===== src/hw/rtl/ngks_pkg.sv =====
package ngks_pkg;

    // Table geometry and field widths.
    localparam int ENTRIES_DEFAULT = 32;
    localparam int IDX_W           = 5;
    localparam int KEY_W           = 16;
    localparam int CODE_W          = 16;
    localparam int SPEED_W         = 24;
    localparam int RPM_W           = 20;
    localparam int COUNT_W         = 6;
    localparam int APB_ADDR_W      = 5;
    localparam int APB_DATA_W      = 32;

    // Request type codes.
    localparam logic REQ_LOAD  = 1'b0;
    localparam logic REQ_QUERY = 1'b1;

    // Register indexes on the configuration port.
    localparam logic [2:0] REG_ENTRY_COUNT   = 3'd0;
    localparam logic [2:0] REG_MAX_RPM       = 3'd1;
    localparam logic [2:0] REG_NEUTRAL_ENTRY = 3'd2;
    localparam logic [2:0] REG_TOP_ENTRY     = 3'd3;
    localparam logic [2:0] REG_LOWEST_ENTRY  = 3'd4;

    // Register reset values.
    localparam logic [COUNT_W-1:0] ENTRY_COUNT_RESET = 6'd1;
    localparam logic [KEY_W-1:0]   MAX_RPM_RESET     = 16'd4000;
    localparam logic [IDX_W-1:0]   ENTRY_REG_RESET   = 5'd0;

    // Input beat.
    typedef struct packed {
        logic                      req_type;
        logic [IDX_W-1:0]          entry_index;
        logic [KEY_W-1:0]          entry_key;
        logic [CODE_W-1:0]         entry_code;
        logic signed [SPEED_W-1:0] speed_request;
    } req_t;

    // Result beat.
    typedef struct packed {
        logic [IDX_W-1:0]  gear_index;
        logic [KEY_W-1:0]  gear_key;
        logic [CODE_W-1:0] gear_code;
    } result_t;

    // Configuration register file contents.
    typedef struct packed {
        logic [COUNT_W-1:0] entry_count;
        logic [KEY_W-1:0]   max_rpm;
        logic [IDX_W-1:0]   neutral_entry;
        logic [IDX_W-1:0]   top_entry;
        logic [IDX_W-1:0]   lowest_entry;
    } cfg_t;

    // Source of the key memory read addresses.
    typedef enum logic [1:0] {
        RD_LOW,
        RD_INIT,
        RD_STEP,
        RD_SEL
    } rd_src_t;

    // Source of the selected entry register.
    typedef enum logic [2:0] {
        SEL_HOLD,
        SEL_NEUTRAL,
        SEL_TOP,
        SEL_LOW,
        SEL_SCAN,
        SEL_ZERO
    } sel_src_t;

    // Commands from the controller to the datapath.
    typedef struct packed {
        logic     write_en;
        logic     load_speed;
        logic     init_scan;
        logic     step_scan;
        rd_src_t  rd_src;
        sel_src_t sel_src;
    } cmd_t;

    // Status from the datapath to the controller.
    typedef struct packed {
        logic is_neutral;
        logic is_top;
        logic low_hit;
        logic n_is_one;
        logic mid_hit;
        logic j_is_one;
    } stat_t;

endpackage


===== src/hw/rtl/nearest_key_gear_select.sv =====
// Gear selector: a load beat writes one key/code pair of the table, with no
// result. A query beat returns one result beat, on result for exactly one cycle
// with done high; it cannot be held off, so the receiver must take it in that
// cycle. After a query, busy covers the classify and fetch states when the speed
// is zero, negative or at or above max_rpm, adds the lowest-entry check when the
// lowest or only entry is chosen, the downward scan otherwise, which compares
// one neighbor midpoint per cycle from the key memories; done is high in the
// first cycle in which busy is low. A new beat may be started in the cycle the
// result is shown. The user must write registers over the APB port only while
// the block is idle; the block itself does not enforce this.
module nearest_key_gear_select #(
    parameter int ENTRIES = ngks_pkg::ENTRIES_DEFAULT
) (
    input  logic                                clk,
    input  logic                                rst_n,
    input  logic                                start,
    input  ngks_pkg::req_t                      req,
    output logic                                busy,
    output logic                                done,
    output ngks_pkg::result_t                   result,
    input  logic                                psel,
    input  logic                                penable,
    input  logic                                pwrite,
    input  logic [ngks_pkg::APB_ADDR_W-1:0]     paddr,
    input  logic [ngks_pkg::APB_DATA_W-1:0]     pwdata,
    output logic [ngks_pkg::APB_DATA_W-1:0]     prdata,
    output logic                                pready
);

    ngks_pkg::cfg_t  cfg_reg;
    ngks_pkg::cfg_t  cfg_next;
    ngks_pkg::cmd_t  cmd;
    ngks_pkg::stat_t stat;
    logic [2:0]      reg_idx;
    logic            cfg_wr;

    assign pready  = 1'b1;
    assign reg_idx = paddr[4:2];
    assign cfg_wr  = psel && penable && pwrite;

    // Register writes.
    always_comb
    begin
        cfg_next = cfg_reg;
        if (cfg_wr)
        begin
            case (reg_idx)
                ngks_pkg::REG_ENTRY_COUNT:
                    cfg_next.entry_count = pwdata[ngks_pkg::COUNT_W-1:0];
                ngks_pkg::REG_MAX_RPM:
                    cfg_next.max_rpm = pwdata[ngks_pkg::KEY_W-1:0];
                ngks_pkg::REG_NEUTRAL_ENTRY:
                    cfg_next.neutral_entry = pwdata[ngks_pkg::IDX_W-1:0];
                ngks_pkg::REG_TOP_ENTRY:
                    cfg_next.top_entry = pwdata[ngks_pkg::IDX_W-1:0];
                ngks_pkg::REG_LOWEST_ENTRY:
                    cfg_next.lowest_entry = pwdata[ngks_pkg::IDX_W-1:0];
                default:
                    cfg_next = cfg_reg;
            endcase
        end
    end

    always_ff @(posedge clk or negedge rst_n)
    begin
        if (!rst_n)
        begin
            cfg_reg.entry_count   <= ngks_pkg::ENTRY_COUNT_RESET;
            cfg_reg.max_rpm       <= ngks_pkg::MAX_RPM_RESET;
            cfg_reg.neutral_entry <= ngks_pkg::ENTRY_REG_RESET;
            cfg_reg.top_entry     <= ngks_pkg::ENTRY_REG_RESET;
            cfg_reg.lowest_entry  <= ngks_pkg::ENTRY_REG_RESET;
        end
        else
        begin
            cfg_reg <= cfg_next;
        end
    end

    // Register reads.
    always_comb
    begin
        case (reg_idx)
            ngks_pkg::REG_ENTRY_COUNT:
                prdata = ngks_pkg::APB_DATA_W'(cfg_reg.entry_count);
            ngks_pkg::REG_MAX_RPM:
                prdata = ngks_pkg::APB_DATA_W'(cfg_reg.max_rpm);
            ngks_pkg::REG_NEUTRAL_ENTRY:
                prdata = ngks_pkg::APB_DATA_W'(cfg_reg.neutral_entry);
            ngks_pkg::REG_TOP_ENTRY:
                prdata = ngks_pkg::APB_DATA_W'(cfg_reg.top_entry);
            ngks_pkg::REG_LOWEST_ENTRY:
                prdata = ngks_pkg::APB_DATA_W'(cfg_reg.lowest_entry);
            default:
                prdata = '0;
        endcase
    end

    ngks_ctrl u_ctrl (
        .clk      (clk),
        .rst_n    (rst_n),
        .start    (start),
        .is_query (req.req_type == ngks_pkg::REQ_QUERY),
        .stat     (stat),
        .cmd      (cmd),
        .busy     (busy),
        .done     (done)
    );

    ngks_datapath #(
        .ENTRIES (ENTRIES)
    ) u_datapath (
        .clk    (clk),
        .cfg    (cfg_reg),
        .req    (req),
        .cmd    (cmd),
        .stat   (stat),
        .result (result)
    );

    // A result beat only follows a busy cycle.
    a_done_after_busy: assert property (@(posedge clk) disable iff (!rst_n)
        done |-> $past(busy))
        else $error("result beat without a preceding query");

    // An accepted query keeps the block busy in the next cycle.
    a_query_busy: assert property (@(posedge clk) disable iff (!rst_n)
        (start && !busy && (req.req_type == ngks_pkg::REQ_QUERY)) |=> busy)
        else $error("query accepted but block not busy");

    // A load beat never produces a result beat.
    a_load_no_result: assert property (@(posedge clk) disable iff (!rst_n)
        (start && !busy && (req.req_type == ngks_pkg::REQ_LOAD)) |=> !done)
        else $error("result beat after a load");

    // The selected entry always lies inside the table.
    a_index_in_table: assert property (@(posedge clk) disable iff (!rst_n)
        done |-> (32'(result.gear_index) < ENTRIES))
        else $error("selected entry outside the table");

endmodule


===== src/hw/rtl/ngks_ram.sv =====
module ngks_ram #(
    parameter int WIDTH = 16,
    parameter int DEPTH = 32
) (
    input  logic                     clk,
    input  logic                     we,
    input  logic [$clog2(DEPTH)-1:0] waddr,
    input  logic [WIDTH-1:0]         wdata,
    input  logic [$clog2(DEPTH)-1:0] raddr,
    output logic [WIDTH-1:0]         rdata
);

    logic [WIDTH-1:0] mem [DEPTH];
    logic [WIDTH-1:0] rdata_reg;

    // One write port and one registered read port.
    always_ff @(posedge clk)
    begin
        if (we)
        begin
            mem[waddr] <= wdata;
        end
        rdata_reg <= mem[raddr];
    end

    assign rdata = rdata_reg;

endmodule


===== src/hw/rtl/ngks_datapath.sv =====
module ngks_datapath #(
    parameter int ENTRIES = ngks_pkg::ENTRIES_DEFAULT
) (
    input  logic             clk,
    input  ngks_pkg::cfg_t   cfg,
    input  ngks_pkg::req_t   req,
    input  ngks_pkg::cmd_t   cmd,
    output ngks_pkg::stat_t  stat,
    output ngks_pkg::result_t result
);

    localparam int AW    = $clog2(ENTRIES);
    localparam int IDX_N = 1 << ngks_pkg::IDX_W;
    localparam int N_CAP = (ENTRIES < IDX_N) ? ENTRIES : IDX_N;

    typedef logic [IDX_N-1:0][ngks_pkg::IDX_W-1:0] wrap_tab_t;

    // Entry register values folded into the table, worked out at elaboration.
    function automatic wrap_tab_t build_wrap_tab();
        wrap_tab_t tab;
        for (int i = 0; i < IDX_N; i++)
        begin
            tab[i] = ngks_pkg::IDX_W'(i % ENTRIES);
        end
        return tab;
    endfunction

    localparam wrap_tab_t WRAP_TAB = build_wrap_tab();

    logic signed [ngks_pkg::SPEED_W-1:0] speed_reg;
    logic signed [ngks_pkg::SPEED_W-1:0] speed_next;
    logic [ngks_pkg::IDX_W-1:0]          sel_reg;
    logic [ngks_pkg::IDX_W-1:0]          sel_next;
    logic [ngks_pkg::IDX_W-1:0]          j_reg;
    logic [ngks_pkg::IDX_W-1:0]          j_next;

    logic [ngks_pkg::IDX_W-1:0]   neutral_idx;
    logic [ngks_pkg::IDX_W-1:0]   top_idx;
    logic [ngks_pkg::IDX_W-1:0]   low_idx;
    logic [ngks_pkg::COUNT_W-1:0] count_nz;
    logic [ngks_pkg::COUNT_W-1:0] n_eff;
    logic [ngks_pkg::IDX_W-1:0]   n_minus1;
    logic [ngks_pkg::IDX_W-1:0]   addr_a_idx;
    logic [ngks_pkg::IDX_W-1:0]   addr_b_idx;
    logic [ngks_pkg::SPEED_W-1:0] speed_u;
    logic [ngks_pkg::SPEED_W-1:0] rounded_sum;
    logic [ngks_pkg::RPM_W-1:0]   rounded;
    logic [ngks_pkg::KEY_W:0]     pair_sum;
    logic [ngks_pkg::KEY_W-1:0]   mid;
    logic [ngks_pkg::KEY_W-1:0]   key_a;
    logic [ngks_pkg::KEY_W-1:0]   key_b;
    logic [ngks_pkg::CODE_W-1:0]  code_q;
    logic                         wr_en;

    // Folded entry registers and the effective entry count.
    always_comb
    begin
        neutral_idx = WRAP_TAB[cfg.neutral_entry];
        top_idx     = WRAP_TAB[cfg.top_entry];
        low_idx     = WRAP_TAB[cfg.lowest_entry];
        count_nz    = (cfg.entry_count == '0) ? ngks_pkg::COUNT_W'(1) : cfg.entry_count;
        n_eff       = (32'(count_nz) > N_CAP) ? ngks_pkg::COUNT_W'(N_CAP) : count_nz;
        n_minus1    = ngks_pkg::IDX_W'(n_eff - ngks_pkg::COUNT_W'(1));
    end

    // Speed classification, rounding to whole rpm and the midpoint compare.
    always_comb
    begin
        speed_u     = ngks_pkg::SPEED_W'(speed_reg);
        rounded_sum = speed_u + ngks_pkg::SPEED_W'(8);
        rounded     = rounded_sum[ngks_pkg::SPEED_W-1:4];
        pair_sum    = {1'b0, key_a} + {1'b0, key_b};
        mid         = pair_sum[ngks_pkg::KEY_W:1];

        stat.is_neutral = (speed_u == '0) || speed_u[ngks_pkg::SPEED_W-1];
        stat.is_top     = speed_u >= {4'b0000, cfg.max_rpm, 4'b0000};
        stat.low_hit    = speed_u <= {4'b0000, key_a, 4'b0000};
        stat.n_is_one   = (n_eff == ngks_pkg::COUNT_W'(1));
        stat.mid_hit    = {4'b0000, mid} <= rounded;
        stat.j_is_one   = (j_reg == ngks_pkg::IDX_W'(1));
    end

    // Read address selection for the two key memories.
    always_comb
    begin
        case (cmd.rd_src)
            ngks_pkg::RD_LOW:
            begin
                addr_a_idx = low_idx;
                addr_b_idx = low_idx;
            end
            ngks_pkg::RD_INIT:
            begin
                addr_a_idx = n_minus1 - ngks_pkg::IDX_W'(1);
                addr_b_idx = n_minus1;
            end
            ngks_pkg::RD_STEP:
            begin
                addr_a_idx = j_reg - ngks_pkg::IDX_W'(2);
                addr_b_idx = j_reg - ngks_pkg::IDX_W'(1);
            end
            default:
            begin
                addr_a_idx = sel_reg;
                addr_b_idx = sel_reg;
            end
        endcase
    end

    // Next values of the speed, scan index and selection registers.
    always_comb
    begin
        speed_next = cmd.load_speed ? req.speed_request : speed_reg;

        if (cmd.init_scan)
        begin
            j_next = n_minus1;
        end
        else if (cmd.step_scan)
        begin
            j_next = j_reg - ngks_pkg::IDX_W'(1);
        end
        else
        begin
            j_next = j_reg;
        end

        case (cmd.sel_src)
            ngks_pkg::SEL_NEUTRAL: sel_next = neutral_idx;
            ngks_pkg::SEL_TOP:     sel_next = top_idx;
            ngks_pkg::SEL_LOW:     sel_next = low_idx;
            ngks_pkg::SEL_SCAN:    sel_next = j_reg;
            ngks_pkg::SEL_ZERO:    sel_next = '0;
            default:               sel_next = sel_reg;
        endcase
    end

    always_ff @(posedge clk)
    begin
        speed_reg <= speed_next;
        j_reg     <= j_next;
        sel_reg   <= sel_next;
    end

    // Loads beyond the table are dropped.
    assign wr_en = cmd.write_en && (32'(req.entry_index) < ENTRIES);

    // Two copies of the key table give both keys of a neighbor pair per cycle.
    ngks_ram #(
        .WIDTH (ngks_pkg::KEY_W),
        .DEPTH (ENTRIES)
    ) u_key_a (
        .clk   (clk),
        .we    (wr_en),
        .waddr (AW'(req.entry_index)),
        .wdata (req.entry_key),
        .raddr (AW'(addr_a_idx)),
        .rdata (key_a)
    );

    ngks_ram #(
        .WIDTH (ngks_pkg::KEY_W),
        .DEPTH (ENTRIES)
    ) u_key_b (
        .clk   (clk),
        .we    (wr_en),
        .waddr (AW'(req.entry_index)),
        .wdata (req.entry_key),
        .raddr (AW'(addr_b_idx)),
        .rdata (key_b)
    );

    ngks_ram #(
        .WIDTH (ngks_pkg::CODE_W),
        .DEPTH (ENTRIES)
    ) u_code (
        .clk   (clk),
        .we    (wr_en),
        .waddr (AW'(req.entry_index)),
        .wdata (req.entry_code),
        .raddr (AW'(sel_reg)),
        .rdata (code_q)
    );

    // The result is read from the memories in the cycle after the fetch.
    always_comb
    begin
        result.gear_index = sel_reg;
        result.gear_key   = key_a;
        result.gear_code  = code_q;
    end

endmodule


===== src/hw/rtl/ngks_ctrl.sv =====
module ngks_ctrl (
    input  logic            clk,
    input  logic            rst_n,
    input  logic            start,
    input  logic            is_query,
    input  ngks_pkg::stat_t stat,
    output ngks_pkg::cmd_t  cmd,
    output logic            busy,
    output logic            done
);

    typedef enum logic [2:0] {
        ST_IDLE,
        ST_CLASS,
        ST_LOWCHK,
        ST_SCAN,
        ST_FETCH
    } state_t;

    state_t state_reg;
    state_t state_next;
    logic   done_reg;
    logic   done_next;

    // Loads write; a query: classify, check lowest entry, scan down, fetch.
    always_comb
    begin
        state_next     = state_reg;
        done_next      = 1'b0;
        cmd.write_en   = 1'b0;
        cmd.load_speed = 1'b0;
        cmd.init_scan  = 1'b0;
        cmd.step_scan  = 1'b0;
        cmd.rd_src     = ngks_pkg::RD_SEL;
        cmd.sel_src    = ngks_pkg::SEL_HOLD;

        case (state_reg)
            ST_IDLE:
            begin
                if (start)
                begin
                    if (is_query)
                    begin
                        cmd.load_speed = 1'b1;
                        state_next     = ST_CLASS;
                    end
                    else
                    begin
                        cmd.write_en = 1'b1;
                    end
                end
            end
            ST_CLASS:
            begin
                if (stat.is_neutral)
                begin
                    cmd.sel_src = ngks_pkg::SEL_NEUTRAL;
                    state_next  = ST_FETCH;
                end
                else if (stat.is_top)
                begin
                    cmd.sel_src = ngks_pkg::SEL_TOP;
                    state_next  = ST_FETCH;
                end
                else
                begin
                    cmd.rd_src = ngks_pkg::RD_LOW;
                    state_next = ST_LOWCHK;
                end
            end
            ST_LOWCHK:
            begin
                if (stat.low_hit)
                begin
                    cmd.sel_src = ngks_pkg::SEL_LOW;
                    state_next  = ST_FETCH;
                end
                else if (stat.n_is_one)
                begin
                    cmd.sel_src = ngks_pkg::SEL_ZERO;
                    state_next  = ST_FETCH;
                end
                else
                begin
                    cmd.init_scan = 1'b1;
                    cmd.rd_src    = ngks_pkg::RD_INIT;
                    state_next    = ST_SCAN;
                end
            end
            ST_SCAN:
            begin
                if (stat.mid_hit)
                begin
                    cmd.sel_src = ngks_pkg::SEL_SCAN;
                    state_next  = ST_FETCH;
                end
                else if (stat.j_is_one)
                begin
                    cmd.sel_src = ngks_pkg::SEL_ZERO;
                    state_next  = ST_FETCH;
                end
                else
                begin
                    cmd.step_scan = 1'b1;
                    cmd.rd_src    = ngks_pkg::RD_STEP;
                end
            end
            ST_FETCH:
            begin
                done_next  = 1'b1;
                state_next = ST_IDLE;
            end
            default:
            begin
                state_next = ST_IDLE;
            end
        endcase
    end

    always_ff @(posedge clk or negedge rst_n)
    begin
        if (!rst_n)
        begin
            state_reg <= ST_IDLE;
            done_reg  <= 1'b0;
        end
        else
        begin
            state_reg <= state_next;
            done_reg  <= done_next;
        end
    end

    assign busy = (state_reg != ST_IDLE);
    assign done = done_reg;

endmodule

===== config.mk =====
export PLATFORM = sky130hd
export DESIGN_NAME = nearest_key_gear_select
export DESIGN_NICKNAME = d
export VERILOG_FILES = /design/src/hw/rtl/ngks_pkg.sv /design/src/hw/rtl/nearest_key_gear_select.sv /design/src/hw/rtl/ngks_ram.sv /design/src/hw/rtl/ngks_datapath.sv /design/src/hw/rtl/ngks_ctrl.sv
export SDC_FILE = /design/constraint.sdc
export NUM_CORES = 2
export LEC_CHECK = 0
export ABC_CLOCK_PERIOD_IN_PS = 7500
export BUFFER_PORTS_ARGS = -buffer_cell sky130_fd_sc_hd__buf_2
export CAP_MARGIN = 20
export CELL_PAD_IN_SITES_DETAIL_PLACEMENT = 2
export CELL_PAD_IN_SITES_GLOBAL_PLACEMENT = 2
export CORE_MARGIN = 2
export CORE_UTILIZATION = 45
export DETAILED_ROUTE_END_ITERATION = 8
export PLACE_DENSITY = 0.84
export SLEW_MARGIN = 10
export SYNTH_ARGS = -nofsm -noshare
export SYNTH_HDL_FRONTEND = slang
export SYNTH_SLANG_ARGS = --single-unit
export TNS_END_PERCENT = 100

===== constraint.sdc =====
create_clock -name clk -period 7.5 [get_ports clk]
set_input_delay 0.375 -clock clk [delete_from_list [all_inputs] [get_ports clk]]
set_output_delay 0.375 -clock clk [all_outputs]
set_load 0.02 [all_outputs]

==> results.toml <==
[run_status]
status = "complete, but fails checks"
violations = "negative setup slack"

[layout]
fin_util_pct = 52.5
finalNetCount = 4083
top_register = "u_datapath.u_code.mem"
fin_area_um2 = 59200
area_delta_synth_final_pct = 15.5
largestRegisters = "u_datapath.u_code.mem x512, u_datapath.u_key_a.mem x416, u_datapath.u_key_b.mem x96"
layout-drive-gt1-share_pct = 19.6
multiInputGateArea_um2 = 16400
fillCellCount = 10200
largest_register_ffs = 512
register_area_um2 = 33800

[timing]
hold_violations = 0
fin_crit_ns = 7.64
fmax_mhz = 131
post-route-period-util_pct = 102
fin_ws_ns = -0.141
skew_ns = 0.0836
setup_violations = 4
slew_headroom_pct = 21.0
drv_slew = 0
worst_slew_pin_slew_ns = 1.18

[setup_path]
cp_slowest_cell = "nor4_2"
end_kind = "flip-flop"
r2r_end = "u_datapath.u_key_b.rdata[3]$_DFF_P_"
cp-start-kind = "flip-flop"
cp.required_ns = 8.12
crit_top_cell = "o21ai_0"
r2r_slack_ns = -0.14
path_max_fanout = 56
slowest_delay_ns = 0.54
critPathKind = "reg -> reg"
crit_arrival_ns = 8.26
r2r_start = "u_datapath.u_key_a.rdata[1]$_DFF_P_"
rr_worst_depth = 26

[clocking]
clkTransAtPathRegs_ns = 0.09
clock_latency_ns = 0.79
root_buffer = "clkbuf_16"
cts.path.max_buffers = 3
numCtsBuffers = 120
cts_tree = "yes"
htree_levels = 3
clock_sinks = 1147

[placed_design]
routabilityCongestion = 0.847
place_area_um2 = 54300
port_buffers = 141
hpwlAfterDp_mm = 123

[die]
core-area_um2 = 113000
io_pins = 177
start_util_pct = 45.5
dieArea_um2 = 117000
fp-row-count = 123
die_y_um = 341
dieWidth_um = 341

[route]
antenna_left = 0
drc = 0
firstDrtPassIters = 7
vias = 39700
totalWireLength_mm = 235
routedWlPerCell_um = 42.6
vias_per_cell = 7.20
drt_iter0_drc = 6155

[power]
ir_drop_v = 0.000232
powerDensity_nw_per_um2 = 365
p_leak_nw = 20.4

[synth]
async_reset_ff_share_pct = 3.57
synth_cells = 3707
postSynthRegisterBits = 1147
syn_avg_cell_area_um2 = 13.8
synthFlopType = "edfxtp_1"
synth_cell_type_count = 87
synth_seq_area_share_pct = 65.9
yosysWarnings = 0
synth_area_um2 = 51200
synth-edff-count = 1058

[global_routing]
grt-ovfl-total = 0
grt_pass1_wl_mm = 320
grt_max_degree = 130
grt_usage_pct = 38.8
grt_pass1_vias = 41600
antenna_found_initial = 16

[worst_hold_path]
hp-start = "req[30]"
min_to = "u_datapath.u_code.mem[9][6]$_DFFE_PP_"
min_path_cells = 1
hp-class = "in -> reg"

[job]
drv_cap = 0
[cells in the final DEF, fill, tap and decap left out, types with 14 or more instances in the layout]
master / n
edfxtp_1: 1058
nand2_1: 705
and3_1: 162
a211oi_1: 162
mux4_2: 160
a21oi_1: 154
buf_2: 142
clkbuf_16: 123
buf_4: 119
a31oi_1: 116
a32oi_1: 115
o22ai_1: 98
ha_1: 71
inv_1: 57
nor2_1: 56
dfxtp_1: 48
o21ai_0: 47
dlygate4sd3_1: 43
dfrtp_1: 34
nor2_4: 32
nor3_1: 31
buf_12: 29
nor4_2: 26
mux2_2: 26
clkinv_2: 26
clkbuf_1: 25
nand3_1: 22
xnor2_1: 21
conb_1: 17
clkinv_1: 16
xor2_1: 15
o221ai_1: 14
bufinv_16: 14
[power breakdown]
part | switching [mW] | internal (mW)
combinational | 4.90 | 2.51
sequential | 0.369 | 7.25
clock | 2.97 | 3.61
[logic make-up (layout without fill, tap and decap cells)]
family / after synthesis / in the layout / share of synthesized area (%)
DFF: 1147 / 1147 / 65.9
and+or+nand+nor: 1120 / 1122 / 10.1
AOI/OAI and AO/OA: 800 / 800 / 10.8
buffers and inverters: 337 / 624 / 3.01
muxes: 193 / 193 / 7.74
adders and majority gates: 72 / 72 / 1.77
xor gates and xnor gates: 36 / 36 / 0.616
other: 2 / 27 / 0.0147
[stage by stage]
stage                     power [mW]  TNS [ns]  setup slack [ns]  hold WS [ns]  instances
after floorplan                 11.6         0              1.85        0.0794       3722
after global placement          13.8         0             0.421         0.525       5223
after detailed placement        14.3    -0.984            -0.235         0.536       5224
after CTS                       20.8         0            0.0152        0.0800       5498
after global routing            22.0     -1.57            -0.300         0.105       5515
final                           21.6    -0.265            -0.141         0.114       5521
[worst max path at each step]
stage	slack, ns	cells past startpoint	to	start
after detailed placement	-0.24	28	u_datapath.u_key_b.rdata[5]$_DFF_P_	u_datapath.u_key_a.rdata[1]$_DFF_P_
after floorplan	1.85	27	u_datapath.u_key_b.rdata[10]$_DFF_P_	u_datapath.u_key_a.rdata[1]$_DFF_P_
final	-0.14	26	u_datapath.u_key_b.rdata[3]$_DFF_P_	u_datapath.u_key_a.rdata[1]$_DFF_P_
after global placement	0.42	28	u_datapath.u_key_b.rdata[5]$_DFF_P_	u_datapath.u_key_a.rdata[1]$_DFF_P_
after global routing	-0.30	26	u_datapath.u_key_b.rdata[3]$_DFF_P_	u_datapath.u_key_a.rdata[1]$_DFF_P_
after CTS	0.02	28	u_datapath.u_key_b.rdata[1]$_DFF_P_	u_datapath.u_key_a.rdata[1]$_DFF_P_
[layout make-up]
type / count / area share [%]
timing repair buffer: 339 / 4.61
clock buffer: 159 / 5.60
inverter: 58 / 0.368
tap: 1500 / 3.17
clock inverter: 68 / 1.38
multi-input combinational: 2240 / 27.8
sequential: 1147 / 57.1
antenna: 10 / 0.0423
[Yosys cell counts, drive strengths merged (13+ instances only)]
master | number | area share, %
dfxtp | 48 | 1.9
a211oi | 164 | 2.4
nor4 | 40 | 0.86
dfrtp | 34 | 1.7
ha | 71 | 1.7
o221ai | 15 | 0.26
a32oi | 116 | 2.0
xor2 | 15 | 0.26
xnor2 | 21 | 0.36
a22oi | 13 | 0.19
nor3 | 35 | 0.35
nand3 | 22 | 0.21
edfxtp | 1058 | 62
a31oi | 116 | 1.4
mux2 | 26 | 0.57
and3 | 162 | 2.0
buf | 146 | 1.6
clkbuf | 133 | 0.98
o21ai | 48 | 0.47
nand2 | 712 | 5.2
inv | 57 | 0.42
nor2 | 90 | 0.66
o22ai | 98 | 1.2
mux4 | 160 | 7.0
a21oi | 156 | 1.5
[repair_timing]
action | in CTS | in global routing
setup buffers | 4 | 8
resized for setup | 4 | 21
setup endpoints to repair | 28 | 32
hold buffers | 43 | 0
pin swaps | 1 | 4
endpoints found under the hold margin | 94 | 0
gates cloned | 0 | 3
[critical path: cells and delay by family, from the launching register on]
family | cells | cell delay, ns
DFF | 1 | 0.39
buffers and inverters | 2 | 0.41
adders and majority gates | 2 | 0.85
xor gates and xnor gates | 1 | 0.12
and+or+nand+nor | 6 | 1.93
AOI/OAI and AO/OA | 15 | 3.67
[per-layer routing]
metal | vias to the layer above | GRT usage [%] | share of wire, %
li1 | 14900 | - | -
met1 | 20700 | 46.7 | 34
met2 | 3135 | 63.2 | 48
met3 | 989 | 8.19 | 9.9
met4 | 10 | 25.6 | 7.7
met5 | - | 0 | 0.030
(Power assumes the default switching activity.)
